`config.mk`:
```
export PLATFORM = sky130hd
export DESIGN_NAME = taylor_series_sine_flat
export DESIGN_NICKNAME = d
export VERILOG_FILES = /design/src/tss_pkg.sv /design/src/tss_if.sv /design/src/tss_mul.sv /design/src/tss_core.sv /design/src/taylor_series_sine.sv /design/src/flat_wrapper.sv
export SDC_FILE = /design/constraint.sdc
export NUM_CORES = 2
export LEC_CHECK = 0
export ABC_AREA = 1
export BUFFER_PORTS_ARGS = -buffer_cell sky130_fd_sc_hd__buf_2
export CAP_MARGIN = 20
export CORE_ASPECT_RATIO = 0.9
export CORE_UTILIZATION = 50
export CTS_BUF_LIST = sky130_fd_sc_hd__clkbuf_4 sky130_fd_sc_hd__clkbuf_8
export DETAILED_ROUTE_END_ITERATION = 8
export GPL_TIMING_DRIVEN = 0
export PLACE_DENSITY_LB_ADDON = 0.12
export SLEW_MARGIN = 20
export SYNTH_ARGS = -nofsm -noshare
export SYNTH_HDL_FRONTEND = slang
export SYNTH_SLANG_ARGS = --single-unit
```
`constraint.sdc`:
```
create_clock -name clk -period 17.8 [get_ports clk]
set_input_delay 0 -clock clk [delete_from_list [all_inputs] [get_ports clk]]
set_output_delay 0 -clock clk [all_outputs]
set_load 0.02 [all_outputs]
```
`src/tss_pkg.sv`:
```
package tss_pkg;

  // Argument and result format: signed Q3.28 in a 32-bit word
  localparam int FRAC_BITS = 28;
  localparam int XW        = 32;

  // Configuration register
  localparam int              TCW             = 5;
  localparam logic [TCW-1:0]  TERM_COUNT_RST  = 5'd5;
  localparam int              MAX_TERMS_DEF   = 16;
  localparam int              ADDR_W          = 3;
  localparam logic [ADDR_W-1:0] ADDR_TERM_COUNT = 3'd0;
  localparam int              PDW             = 32;

  // Internal widths. |x| <= 8 in Q3.28, so x^2 <= 2^34, every term stays
  // below 417 * 2^28 < 2^37 and the running sum below 2^40.
  localparam int M2W = 35;   // x^2 magnitude
  localparam int TW  = 37;   // term magnitude
  localparam int PW  = 43;   // term * x^2 before the divide
  localparam int SW  = 42;   // signed running sum

  // Divide by (2j)(2j+1) as a multiply by ceil(2^RSH / d): exact for
  // dividends below 2^PW and divisors below 2^13.
  localparam int RSH = 56;
  localparam int RW  = 54;

  // Shared multiplier: AW x BW operands, taken as two by two chunks
  localparam int AC  = 22;
  localparam int BC  = 36;
  localparam int AW  = 2 * AC;
  localparam int BW  = 2 * BC;
  localparam int PRW = AW + BW;

  typedef struct packed {
    logic          start;
    logic [AW-1:0] a;
    logic [BW-1:0] b;
  } mul_req_t;

  typedef struct packed {
    logic           done;
    logic [PRW-1:0] prod;
  } mul_rsp_t;

  typedef struct packed {
    logic signed [XW-1:0] sine_value;
    logic                 saturated;
  } res_t;

endpackage

```
`src/tss_if.sv`:
```
interface tss_in_if;
  import tss_pkg::*;
  logic                 valid;
  logic                 ready;
  logic signed [XW-1:0] x_value;

  modport source (output valid, output x_value, input ready);
  modport sink   (input valid, input x_value, output ready);
endinterface

interface tss_out_if;
  import tss_pkg::*;
  logic                 valid;
  logic                 ready;
  logic signed [XW-1:0] sine_value;
  logic                 saturated;

  modport source (output valid, output sine_value, output saturated, input ready);
  modport sink   (input valid, input sine_value, input saturated, output ready);
endinterface

```
`src/tss_mul.sv`:
```
module tss_mul (
  input  logic              clk,
  input  logic              rst_n,
  input  tss_pkg::mul_req_t req,
  output tss_pkg::mul_rsp_t rsp
);
  import tss_pkg::*;

  logic           busy_r, busy_nxt;
  logic           done_r, done_nxt;
  logic [1:0]     cnt_r, cnt_nxt;
  logic [AW-1:0]  a_r, a_nxt;
  logic [BW-1:0]  b_r, b_nxt;
  logic [PRW-1:0] acc_r, acc_nxt;

  logic [AC-1:0]      a_chunk;
  logic [BC-1:0]      b_chunk;
  logic [AC+BC-1:0]   pp;
  logic [PRW-1:0]     pp_aligned;

  // cnt_r[1] picks the chunk of a, cnt_r[0] the chunk of b
  assign a_chunk = cnt_r[1] ? a_r[AW-1:AC] : a_r[AC-1:0];
  assign b_chunk = cnt_r[0] ? b_r[BW-1:BC] : b_r[BC-1:0];
  assign pp      = a_chunk * b_chunk;

  always_comb begin
    case (cnt_r)
      2'd0:    pp_aligned = PRW'(pp);
      2'd1:    pp_aligned = PRW'(pp) << BC;
      2'd2:    pp_aligned = PRW'(pp) << AC;
      2'd3:    pp_aligned = PRW'(pp) << (AC + BC);
      default: pp_aligned = '0;
    endcase
  end

  always_comb begin
    busy_nxt = busy_r;
    done_nxt = 1'b0;
    cnt_nxt  = cnt_r;
    a_nxt    = a_r;
    b_nxt    = b_r;
    acc_nxt  = acc_r;
    if (req.start) begin
      busy_nxt = 1'b1;
      cnt_nxt  = 2'd0;
      a_nxt    = req.a;
      b_nxt    = req.b;
      acc_nxt  = '0;
    end else if (busy_r) begin
      acc_nxt = acc_r + pp_aligned;
      cnt_nxt = cnt_r + 2'd1;
      if (cnt_r == 2'd3) begin
        busy_nxt = 1'b0;
        done_nxt = 1'b1;
      end
    end
  end

  always_ff @(posedge clk) begin
    if (!rst_n) begin
      busy_r <= 1'b0;
      done_r <= 1'b0;
      cnt_r  <= 2'd0;
    end else begin
      busy_r <= busy_nxt;
      done_r <= done_nxt;
      cnt_r  <= cnt_nxt;
    end
  end

  always_ff @(posedge clk) begin
    a_r   <= a_nxt;
    b_r   <= b_nxt;
    acc_r <= acc_nxt;
  end

  assign rsp.done = done_r;
  assign rsp.prod = acc_r;

endmodule

```
`src/tss_core.sv`:
```
module tss_core #(
  parameter int MAX_TERMS = tss_pkg::MAX_TERMS_DEF
) (
  input  logic                         clk,
  input  logic                         rst_n,
  input  logic                         start,
  input  logic signed [tss_pkg::XW-1:0] x_value,
  input  logic [tss_pkg::TCW-1:0]      term_count,
  output logic                         idle,
  output logic                         res_valid,
  output tss_pkg::res_t                res,
  input  logic                         res_ready,
  output tss_pkg::mul_req_t            mul_req,
  input  tss_pkg::mul_rsp_t            mul_rsp
);
  import tss_pkg::*;

  localparam int JW = $clog2(MAX_TERMS + 1);

  localparam logic [2:0] S_IDLE = 3'd0;
  localparam logic [2:0] S_SQ   = 3'd1;
  localparam logic [2:0] S_TM   = 3'd2;
  localparam logic [2:0] S_DV   = 3'd3;
  localparam logic [2:0] S_DONE = 3'd4;

  logic [2:0]           state_r, state_nxt;
  logic                 neg_r, neg_nxt;
  logic [TW-1:0]        term_r, term_nxt;
  logic [M2W-1:0]       m2_r, m2_nxt;
  logic signed [SW-1:0] sum_r, sum_nxt;
  logic [JW-1:0]        j_r, j_nxt;
  logic [JW-1:0]        n_r, n_nxt;

  logic [XW-1:0]        x_u, mag;
  logic [TCW:0]         tc_ext;
  logic [JW-1:0]        n_clamp;
  logic [M2W-1:0]       m2_new;
  logic [TW-1:0]        term_new;
  logic signed [SW-1:0] t_ext;
  logic                 tneg;
  logic                 over;

  // ceil(2^RSH / ((2j)(2j+1))); entry zero is never read
  logic [RW-1:0] recip [MAX_TERMS+1];

  for (genvar g = 0; g <= MAX_TERMS; g++) begin : g_recip
    localparam longint unsigned DIV = (g == 0) ? 64'd1 : 64'(2 * g) * 64'(2 * g + 1);
    localparam longint unsigned RV  = ((64'd1 << RSH) + DIV - 64'd1) / DIV;
    assign recip[g] = RW'(RV);
  end

  assign x_u     = x_value;
  assign mag     = x_u[XW-1] ? (~x_u + XW'(1)) : x_u;
  assign tc_ext  = {1'b0, term_count};
  assign n_clamp = (tc_ext > (TCW+1)'(MAX_TERMS)) ? JW'(MAX_TERMS) : JW'(tc_ext);

  assign m2_new   = mul_rsp.prod[FRAC_BITS +: M2W];
  assign term_new = mul_rsp.prod[RSH +: TW];
  assign tneg     = neg_r ^ j_r[0];
  assign t_ext    = signed'(SW'(term_new));

  always_comb begin
    state_nxt     = state_r;
    neg_nxt       = neg_r;
    term_nxt      = term_r;
    m2_nxt        = m2_r;
    sum_nxt       = sum_r;
    j_nxt         = j_r;
    n_nxt         = n_r;
    mul_req.start = 1'b0;
    mul_req.a     = '0;
    mul_req.b     = '0;
    case (state_r)
      S_IDLE: begin
        if (start) begin
          neg_nxt       = x_u[XW-1];
          term_nxt      = TW'(mag);
          n_nxt         = n_clamp;
          mul_req.start = 1'b1;
          mul_req.a     = AW'(mag);
          mul_req.b     = BW'(mag);
          state_nxt     = S_SQ;
        end
      end
      S_SQ: begin
        if (mul_rsp.done) begin
          m2_nxt  = m2_new;
          sum_nxt = neg_r ? -signed'(SW'(term_r)) : signed'(SW'(term_r));
          if (n_r == '0) begin
            state_nxt = S_DONE;
          end else begin
            j_nxt         = JW'(1);
            mul_req.start = 1'b1;
            mul_req.a     = AW'(term_r);
            mul_req.b     = BW'(m2_new);
            state_nxt     = S_TM;
          end
        end
      end
      S_TM: begin
        if (mul_rsp.done) begin
          mul_req.start = 1'b1;
          mul_req.a     = AW'(mul_rsp.prod[FRAC_BITS +: PW]);
          mul_req.b     = BW'(recip[j_r]);
          state_nxt     = S_DV;
        end
      end
      S_DV: begin
        if (mul_rsp.done) begin
          term_nxt = term_new;
          sum_nxt  = tneg ? (sum_r - t_ext) : (sum_r + t_ext);
          if (j_r == n_r) begin
            state_nxt = S_DONE;
          end else begin
            j_nxt         = j_r + JW'(1);
            mul_req.start = 1'b1;
            mul_req.a     = AW'(term_new);
            mul_req.b     = BW'(m2_r);
            state_nxt     = S_TM;
          end
        end
      end
      S_DONE: begin
        if (res_ready) begin
          state_nxt = S_IDLE;
        end
      end
      default: state_nxt = S_IDLE;
    endcase
  end

  always_ff @(posedge clk) begin
    if (!rst_n) begin
      state_r <= S_IDLE;
    end else begin
      state_r <= state_nxt;
    end
  end

  always_ff @(posedge clk) begin
    neg_r  <= neg_nxt;
    term_r <= term_nxt;
    m2_r   <= m2_nxt;
    sum_r  <= sum_nxt;
    j_r    <= j_nxt;
    n_r    <= n_nxt;
  end

  // Clip to 32 bits when the bits above the sign do not agree
  assign over = !((&sum_r[SW-1:XW-1]) || !(|sum_r[SW-1:XW-1]));

  always_comb begin
    res.saturated = over;
    if (!over) begin
      res.sine_value = sum_r[XW-1:0];
    end else if (sum_r[SW-1]) begin
      res.sine_value = {1'b1, {(XW-1){1'b0}}};
    end else begin
      res.sine_value = {1'b0, {(XW-1){1'b1}}};
    end
  end

  assign idle      = (state_r == S_IDLE);
  assign res_valid = (state_r == S_DONE);

endmodule

```
`src/taylor_series_sine.sv`:
```
// Sine by truncated Maclaurin series, signed Q3.28 in and out.
// in_ch  : one word per argument x_value; ready is high only while the
//          sequencer is idle, so one argument is in flight at a time.
// out_ch : one word per argument, sine_value plus a saturated flag that
//          marks a sum clipped to the 32-bit range.
// cfg_*  : APB-style port, one register term_count at byte address 0
//          (highest term index N, clipped to MAX_TERMS; N+1 terms).
//
// All arithmetic goes through one 22x36 multiplier that builds each wide
// product from four chunk products. x^2 takes one product, and every
// further term takes two: term * x^2, then a multiply by the reciprocal
// of (2j)(2j+1) from a constant table.
//
// Reset sets term_count to 5 and empties the output register. When the
// receiver stalls, the output register holds its word; the next argument
// is still taken and its result waits in the sequencer until the output
// register frees up.
module taylor_series_sine #(
  parameter int MAX_TERMS = tss_pkg::MAX_TERMS_DEF
) (
  input  logic                            clk,
  input  logic                            rst_n,
  tss_in_if.sink                          in_ch,
  tss_out_if.source                       out_ch,
  input  logic                            cfg_psel,
  input  logic                            cfg_penable,
  input  logic                            cfg_pwrite,
  input  logic [tss_pkg::ADDR_W-1:0]      cfg_paddr,
  input  logic [tss_pkg::PDW-1:0]         cfg_pwdata,
  output logic [tss_pkg::PDW-1:0]         cfg_prdata,
  output logic                            cfg_pready
);
  import tss_pkg::*;

  localparam logic [XW-1:0] SINE_MAX = {1'b0, {(XW-1){1'b1}}};
  localparam logic [XW-1:0] SINE_MIN = {1'b1, {(XW-1){1'b0}}};

  logic [TCW-1:0]       term_count_r, term_count_nxt;
  logic                 out_valid_r, out_valid_nxt;
  logic signed [XW-1:0] out_sine_r, out_sine_nxt;
  logic                 out_sat_r, out_sat_nxt;

  logic     core_idle;
  logic     res_valid;
  logic     res_ready;
  res_t     res;
  mul_req_t mul_req;
  mul_rsp_t mul_rsp;

  // Config: write lands on the access cycle; no wait states
  assign cfg_pready = 1'b1;

  always_comb begin
    term_count_nxt = term_count_r;
    if (cfg_psel && cfg_penable && cfg_pwrite && (cfg_paddr == ADDR_TERM_COUNT)) begin
      term_count_nxt = cfg_pwdata[TCW-1:0];
    end
  end

  assign cfg_prdata = (cfg_paddr == ADDR_TERM_COUNT) ? PDW'(term_count_r) : '0;

  tss_mul u_mul (
    .clk   (clk),
    .rst_n (rst_n),
    .req   (mul_req),
    .rsp   (mul_rsp)
  );

  tss_core #(
    .MAX_TERMS (MAX_TERMS)
  ) u_core (
    .clk        (clk),
    .rst_n      (rst_n),
    .start      (in_ch.valid && core_idle),
    .x_value    (in_ch.x_value),
    .term_count (term_count_r),
    .idle       (core_idle),
    .res_valid  (res_valid),
    .res        (res),
    .res_ready  (res_ready),
    .mul_req    (mul_req),
    .mul_rsp    (mul_rsp)
  );

  assign in_ch.ready = core_idle;

  // Output register: load a finished word when empty or being drained,
  // hold it while the receiver stalls
  assign res_ready = !out_valid_r || out_ch.ready;

  always_comb begin
    out_valid_nxt = out_valid_r;
    out_sine_nxt  = out_sine_r;
    out_sat_nxt   = out_sat_r;
    if (res_valid && res_ready) begin
      out_valid_nxt = 1'b1;
      out_sine_nxt  = res.sine_value;
      out_sat_nxt   = res.saturated;
    end else if (out_ch.ready) begin
      out_valid_nxt = 1'b0;
    end
  end

  always_ff @(posedge clk) begin
    if (!rst_n) begin
      term_count_r <= TERM_COUNT_RST;
      out_valid_r  <= 1'b0;
    end else begin
      term_count_r <= term_count_nxt;
      out_valid_r  <= out_valid_nxt;
    end
  end

  always_ff @(posedge clk) begin
    out_sine_r <= out_sine_nxt;
    out_sat_r  <= out_sat_nxt;
  end

  assign out_ch.valid      = out_valid_r;
  assign out_ch.sine_value = out_sine_r;
  assign out_ch.saturated  = out_sat_r;

  // A clipped word sits at one end of the range
  a_sat_ends: assert property (@(posedge clk) disable iff (!rst_n)
    out_ch.valid && out_ch.saturated |->
      (out_ch.sine_value == SINE_MAX || out_ch.sine_value == SINE_MIN))
    else $error("saturated word not at a range end");

  // Taking an argument starts the sequencer; it is busy on the next cycle
  a_busy_after_take: assert property (@(posedge clk) disable iff (!rst_n)
    in_ch.valid && in_ch.ready |=> !in_ch.ready)
    else $error("ready stayed high after an argument was taken");

  // A new result word only arrives out of a busy sequencer
  a_result_from_busy: assert property (@(posedge clk) disable iff (!rst_n)
    $rose(out_ch.valid) |-> $past(!in_ch.ready))
    else $error("result word appeared while the sequencer was idle");

endmodule
```
`src/flat_wrapper.sv`:
```
// flat-port wrapper written by rule: the top's interface ports become plain ports
module taylor_series_sine_flat import tss_pkg::*;
#(
  parameter int MAX_TERMS = tss_pkg::MAX_TERMS_DEF
)
  (clk, rst_n, cfg_psel, cfg_penable, cfg_pwrite, cfg_paddr, cfg_pwdata, cfg_prdata, cfg_pready, in_ch_valid, in_ch_x_value, in_ch_ready, out_ch_valid, out_ch_sine_value, out_ch_saturated, out_ch_ready);
  tss_in_if in_ch_i ();
  tss_out_if out_ch_i ();
  input  logic clk;
  input  logic rst_n;
  input  logic cfg_psel;
  input  logic cfg_penable;
  input  logic cfg_pwrite;
  input  logic [tss_pkg::ADDR_W-1:0] cfg_paddr;
  input  logic [tss_pkg::PDW-1:0] cfg_pwdata;
  output logic [tss_pkg::PDW-1:0] cfg_prdata;
  output logic cfg_pready;
  input wire logic [$bits(in_ch_i.valid)-1:0] in_ch_valid;
  input wire logic [$bits(in_ch_i.x_value)-1:0] in_ch_x_value;
  output wire logic [$bits(in_ch_i.ready)-1:0] in_ch_ready;
  output wire logic [$bits(out_ch_i.valid)-1:0] out_ch_valid;
  output wire logic [$bits(out_ch_i.sine_value)-1:0] out_ch_sine_value;
  output wire logic [$bits(out_ch_i.saturated)-1:0] out_ch_saturated;
  input wire logic [$bits(out_ch_i.ready)-1:0] out_ch_ready;
  assign in_ch_i.valid = in_ch_valid;
  assign in_ch_i.x_value = in_ch_x_value;
  assign in_ch_ready = in_ch_i.ready;
  assign out_ch_valid = out_ch_i.valid;
  assign out_ch_sine_value = out_ch_i.sine_value;
  assign out_ch_saturated = out_ch_i.saturated;
  assign out_ch_i.ready = out_ch_ready;
  taylor_series_sine #(.MAX_TERMS(MAX_TERMS)) u_core (.clk(clk), .rst_n(rst_n), .in_ch(in_ch_i), .out_ch(out_ch_i), .cfg_psel(cfg_psel), .cfg_penable(cfg_penable), .cfg_pwrite(cfg_pwrite), .cfg_paddr(cfg_paddr), .cfg_pwdata(cfg_pwdata), .cfg_prdata(cfg_prdata), .cfg_pready(cfg_pready));
endmodule
```
* Word level (Yosys, flattened, before mapping)
Memory sizes are Yosys's and may differ from the RTL's.
Cells that the tools add are included.
** Cells by class
- $add $sub $neg :: 7
- Multipliers :: 1
- Divide/modulo/power cells :: 0
- Magnitude comparators :: 2
- Equality and inequality tests :: 15
- Shifts and indexed selects :: 0
- Mux-type cells :: 43
- Bitwise operators :: 5
- Reduce and logical (&&, ||, !) cells :: 27
** Operator list (count)
- 2-to-1 mux 117 bit :: 6
- one-hot mux 117 bit (4 select lines) :: 1
- one-hot mux 116 bit (4 select lines) :: 1
- 2-to-1 mux 42 bit :: 4
- adder 116 bit :: 1
- 2-to-1 mux 54 bit :: 2
- 2-to-1 mux 32 bit :: 3
- one-hot mux 42 bit (2 select lines) :: 1
- 2-to-1 mux 37 bit :: 2
- one-hot mux 37 bit (2 select lines) :: 1
- multiplier 22 x 36 -> 58 bit :: 1
- adder 42 x 38 -> 42 bit :: 1
- negation 37 -> 42 bit :: 1
- subtractor 42 x 38 -> 42 bit :: 1
- 2-to-1 mux 36 bit :: 1
- adder 32 x 1 -> 32 bit (second input constant) :: 1
- inverter 32 bit :: 1
- 2-to-1 mux 5 bit :: 5
- 2-to-1 mux 22 bit :: 1
- 2-to-1 mux 3 bit :: 7
- one-hot mux 3 bit (5 select lines) :: 1
- AND reduction 11 bit :: 1
- OR reduction 11 bit :: 1
- one-hot mux 5 bit (2 select lines) :: 1
- 28 further kinds :: 54
** Word-level totals
- Bits in registers :: 403
- Bits in latches :: 0
- RAM bits :: 0
- Bits in read-only memories :: 1728
- Bits of input ports :: 74
- Output and inout port bits :: 68
- Word-level logic and storage cells :: 118
- Memories kept :: 1
** Memories
- (no name shown) :: words 32, bits a word 54, read ports 1, clocked after memory_dff 0, wr ports 0, RTL line tss_core.sv:104 : mul_req.b = BW'(recip[j_r]);

* Logic depth before layout (Yosys ltp)
- Depth after elaboration :: 7
- Depth in mapped cells :: 53
- Gate-level depth less buffers :: 50

* Hierarchy
From an unflattened synthesis, not the netlist that was laid out.
** Second synthesis, totals
- Cell total of the unflattened synthesis :: 8748
- Area total of the unflattened synthesis :: 61258.8 um2
** By module, submodules not included
- tss_mul :: times used 1, cells each 6330, area an instance 45467.4 um2, sequential area each 5885.6 um2
- tss_core :: times used 1, cells each 2302, area an instance 14232.4 um2, sequential area each 3813.7 um2
- taylor_series_sine :: times used 1, cells each 116, area an instance 1559.0 um2, sequential area each 1111.1 um2

* Worst setup path before layout
No wires, ideal clock.
- Path kind :: reg2reg
- From :: register u_core.u_mul.cnt_r[0]
- To :: register u_core.u_mul.acc_r[91]
- Setup time :: 0.109 ns
- Arrival time :: 8.657 ns
- Required time :: 17.691 ns
- Path slack :: 9.034 ns
- Stages on the path, launching flop included :: 45
- Path buffers :: 4
- Period minus slack after synthesis :: 8.766 ns
- Cell sequence :: dfxtp_1 > buf_2 > inv_1 > clkbuf_1 > clkbuf_1 > nand2_1 > inv_1 > clkbuf_1 > nand2_1 > fa_1 > inv_1 > fa_1 > inv_1 > fa_1 > fa_1 > fa_1 > inv_1 > fa_1 > [... 9 more ...] > o21bai_1 > or2_2 > a31oi_1 > nor2_1 > ha_1 > nand2_1 > nor2_1 > inv_1 > nor2_1 > inv_1 > nor2_1 > inv_1 > nor4_1 > o21ai_0 > nand4_1 > nand3_1 > nand2_1 > inv_1
** On the way
- Cells in the longest elaborated chain, start to end :: 4
** Ends and longest elaborated chain
- start, declared :: RTL line tss_mul.sv:11 : logic [1:0] cnt_r, cnt_nxt;
- start signal, assigned :: RTL line tss_mul.sv:67 : cnt_r <= cnt_nxt;
- 2-to-1 mux 36 bit :: RTL line tss_mul.sv:23 : assign b_chunk = cnt_r[0] ? b_r[BW-1:BC] : b_r[BC-1:0];
- multiplier 22 x 36 -> 58 bit :: RTL line tss_mul.sv:24 : assign pp = a_chunk * b_chunk;
- one-hot mux 116 bit (4 select lines) (*) :: RTL line tss_mul.sv:27 : case (cnt_r)
- adder 116 bit (*) :: RTL line tss_mul.sv:50 : acc_nxt = acc_r + pp_aligned;
- end signal, assigned :: RTL line tss_mul.sv:74 : acc_r <= acc_nxt;
- end, declared :: RTL line tss_mul.sv:14 : logic [PRW-1:0] acc_r, acc_nxt;
Mark *: on every way between the ends. The rest lies on a longest branch, timed or not.
A chain may end at the register's enable or synchronous reset.

* Final worst setup path
Ends and elaborated chain as after synthesis.

==> key figures <==
Outcome
  • Status: finished, final reports clean

Global routing
  • Largest net degree at the start of global routing: 76
  • Gr usage total: 44.8%
  • Grt ovf: 0
  • First-pass GRT wire length: approximately 360000 um
  • Initial antenna violation count: 8
  • Vias in the first global route: 51900

Critical path
  • Worst path top cell family by delay: adder cells
  • Stages on worst setup path: 38
  • R2r setup slk: 4.48 ns
  • Critical path origin: u_core.u_mul.cnt_r[0]$_SDFFE_PP0P_
  • Crit Path Class: flip-flop to flip-flop
  • Crit Path Max Fanout: 10
  • CP max stage delay: 0.86 ns
  • Critical path launch point type: flip-flop
  • CP Capture Point: u_core.u_mul.acc_r[91]$_SDFFE_PP0P_
  • Worst r2r path cells: 38
  • Worst Path Arrival: between 10 and 15 ns
  • Crit-path slowest cell: o21ai_0
  • Worst R2R Start: u_core.u_mul.cnt_r[0]$_SDFFE_PP0P_
  • Reg2reg end: u_core.u_mul.acc_r[91]$_SDFFE_PP0P_
  • Bufs and invs on worst path: 11
  • CP Capture Type: flip-flop
  • Data required, critical path: 18.43 ns

STA
  • Period utilization: 74.8%
  • Final setup vio count: 0
  • Worst slew pin tran: 1.25 ns
  • Max Fclk: ~75 MHz
  • Min Tclk post-route: 13.32 ns
  • Setup TNS: 0 ns
  • Slew Limit Fails: 0
  • Slew margin rel.: 16.6%
  • Final Hold Fails: 0
  • Unrepaired setup endpoints after global routing: false
  • Skew final: 0.0631 ns

Finish
  • Layout Utilization: 54.9%
  • Layout cells sized above 1: 4.82%
  • Multi-input combinational cell area: 38800 um^2
  • Fin nets: 8864
  • Fillcell total: 10700
  • Area grow syn2layout: 8.19%
  • FF+latch area: 9750 um^2

Synthesis
  • Async S/R FF share, synth: 0%
  • Cells after synthesis: 7548
  • FF+latch count, synth: 360
  • Top_reg_cell synth: edfxtp_1
  • Post-synthesis sequential area ratio: between 10% and 20%
  • Warnings from Yosys: 0
  • Cell accounting for the most synthesized area: fa_1
  • Area share of the largest cell type after synthesis: between 20% and 30%
  • Post-synth EDFFs: 254
  • Largest cells by area after synthesis: fa_1 25%, edfxtp_1 14%, nand2_1 11%, inv_1 9.5%, ha_1 7.4%
  • Syn_area_per_cell: 7.27 um^2
  • Synth unique cells: 60
  • Post-Syn Area: 54900 um^2

Run
  • Maxcap violations: 0

Detailed routing
  • Metal2 WL: 94200 um
  • Wire length on met3: ~40000 um
  • WL final: 250000 um
  • Initial DRT Pass Iterations: 6
  • # DRC: 0
  • Met1 wire length: 103000 um
  • 1st-iter DRT viols: 7729
  • Post-DRT Antenna Nets: 0
  • Via count: 55400
  • Highest Signal Layer: met5
  • DR vias/cell: 5.96
  • Drt wl/cell: 26.9 um

Clock network
  • Clock tree from TritonCTS: built
  • Clock root buffer: clkbuf_8
  • Maximum root-to-sink buffer count: 3
  • H-tree levels: 2
  • Post-CTS setup buffers: 0
  • CTS buffer count: 58
  • # clock sinks: 360
  • Skew-Pair Late Insertion Delay: 0.75 ns
  • Clk slew on worst S/H paths: roughly 0.070 ns

Floorplan
  • Die area: 111000 um^2
  • Die Height: 316 um
  • Chip width: ~350 um
  • # IOs: ~140
  • # rows: 114
  • Starting Density: 50.7%
  • Core area: between 100000 and 150000 um^2

Placement
  • Number of port buffers: 86
  • Gpl congestion: 1.12
  • Post-DP HPWL: 214000 um

Hold path
  • Worst hold path type: primary input to flip-flop
-- state kept, by name, indices dropped and copies added (netlist names) --
signal and count:
u_core.u_core.term_r 37, u_core.out_ch.valid 1, u_core.out_ch.sine_value 32, u_core.u_core.state_r 3, u_core.u_core.m2_r 35, u_core.term_count_r 5
u_core.u_mul.busy_r 1, u_core.u_mul.cnt_r 2, u_core.u_core.j_r 5, u_core.u_core.sum_r 42, u_core.u_mul.a_r 43, u_core.u_core.n_r 5
u_core.u_mul.b_r 53, u_core.u_mul.done_r 1, u_core.out_ch.saturated 1, u_core.u_core.neg_r 1, u_core.u_mul.acc_r 93
-- routing by layer --
metal	GRT usage (%)	vias to the layer above
met2	58.5	3865
met5	0.255	-
met4	19.6	4
li1	-	24300
met1	64.4	26700
met3	17.9	539
-- cells in the mapped netlist (all sizes together), types with 29 or more instances --
cell type / n
ha: 324
nand2: 1577
nor2: 1019
o22ai: 32
dfxtp: 106
a21oi: 426
o21bai: 44
buf: 55
a21o: 30
nand3: 261
edfxtp: 254
nor3: 80
o21ai: 477
o2111ai: 52
clkbuf: 223
nand4: 43
xor2: 124
or2: 74
a31oi: 29
fa: 679
o211ai: 32
inv: 1403
-- what timing repair did --
| item | CTS | global route |
|---|---|---|
| endpoints found under the hold margin | 64 | 0 |
| hold buffers | 52 | 0 |
| gates resized for setup | 0 | 0 |
-- cells by family after synthesis --
family	Yosys count	share of synthesized area [%]
XOR/XNOR	150	2.39
other	2	0.0137
adder cells (fa/ha/maj)	1003	32.2
buffers and inverters	1692	11.8
AND/OR/NAND/NOR	3118	23.1
AO/OA/AOI/OAI	1223	12.8
flip-flops	360	17.8
-- cells in the final DEF, fill, tap and decap left out, types with 74 or more instances in the layout --
cell type     n
a21oi_1     421
buf_2        96
clkbuf_1    216
dfxtp_1     106
edfxtp_1    254
fa_1        679
ha_1        324
inv_1      1389
nand2_1    1577
nand3_1     260
nor2_1     1011
nor3_1       76
o21ai_0     420
or2_2        74
xor2_1      124
-- cell type report --
cell class	instances	area share [%]
flip-flops and latches	360	16.4
plain buffers	278	2.00
repair buffers	153	1.96
clock inverters	22	0.413
diodes	9	0.0379
clock buffers	87	1.76
well taps	1450	3.06
multi-input cells	5522	65.4
inverters	1414	8.94
-- worst min-delay path, delay by kind of cell --
kind | cells | cell delay [ns]
AOI/OAI and AO/OA | 2 | 0.19
xor gates and xnor gates | 1 | 0.32
buffers and inverters | 1 | 0.15
-- worst min path at each step --
stage	from	to	slack, ns	cells after the start
floorplan	rst_n	u_core.u_mul.busy_r$_SDFF_PN0_	0.1	2
global placement	cfg_pwdata[2]	u_core.term_count_r[2]$_SDFFE_PN1P_	0.23	3
detailed placement	cfg_pwdata[2]	u_core.term_count_r[2]$_SDFFE_PN1P_	0.24	3
CTS	in_ch_x_value[5]	u_core.u_core.term_r[5]$_DFFE_PP_	0.03	4
global route	in_ch_x_value[5]	u_core.u_core.term_r[5]$_DFFE_PP_	0.06	4
finish	in_ch_x_value[5]	u_core.u_mul.a_r[5]$_DFFE_PP_	0.06	4
-- per-stage QoR --
step,hold slack [ns],setup slack [ns],instances,cell area (um^2)
floorplan,0.0976,9.03,7574,55000
global placement,0.230,3.96,9110,57200
detailed placement,0.243,5.15,9124,57500
CTS,0.0288,5.15,9285,59300
global route,0.0614,4.34,9286,59300
finish,0.0625,4.48,9295,59400
Power is not shown: default switching activity piles up to over one toggle a cycle in this logic, so the estimate is an artifact.
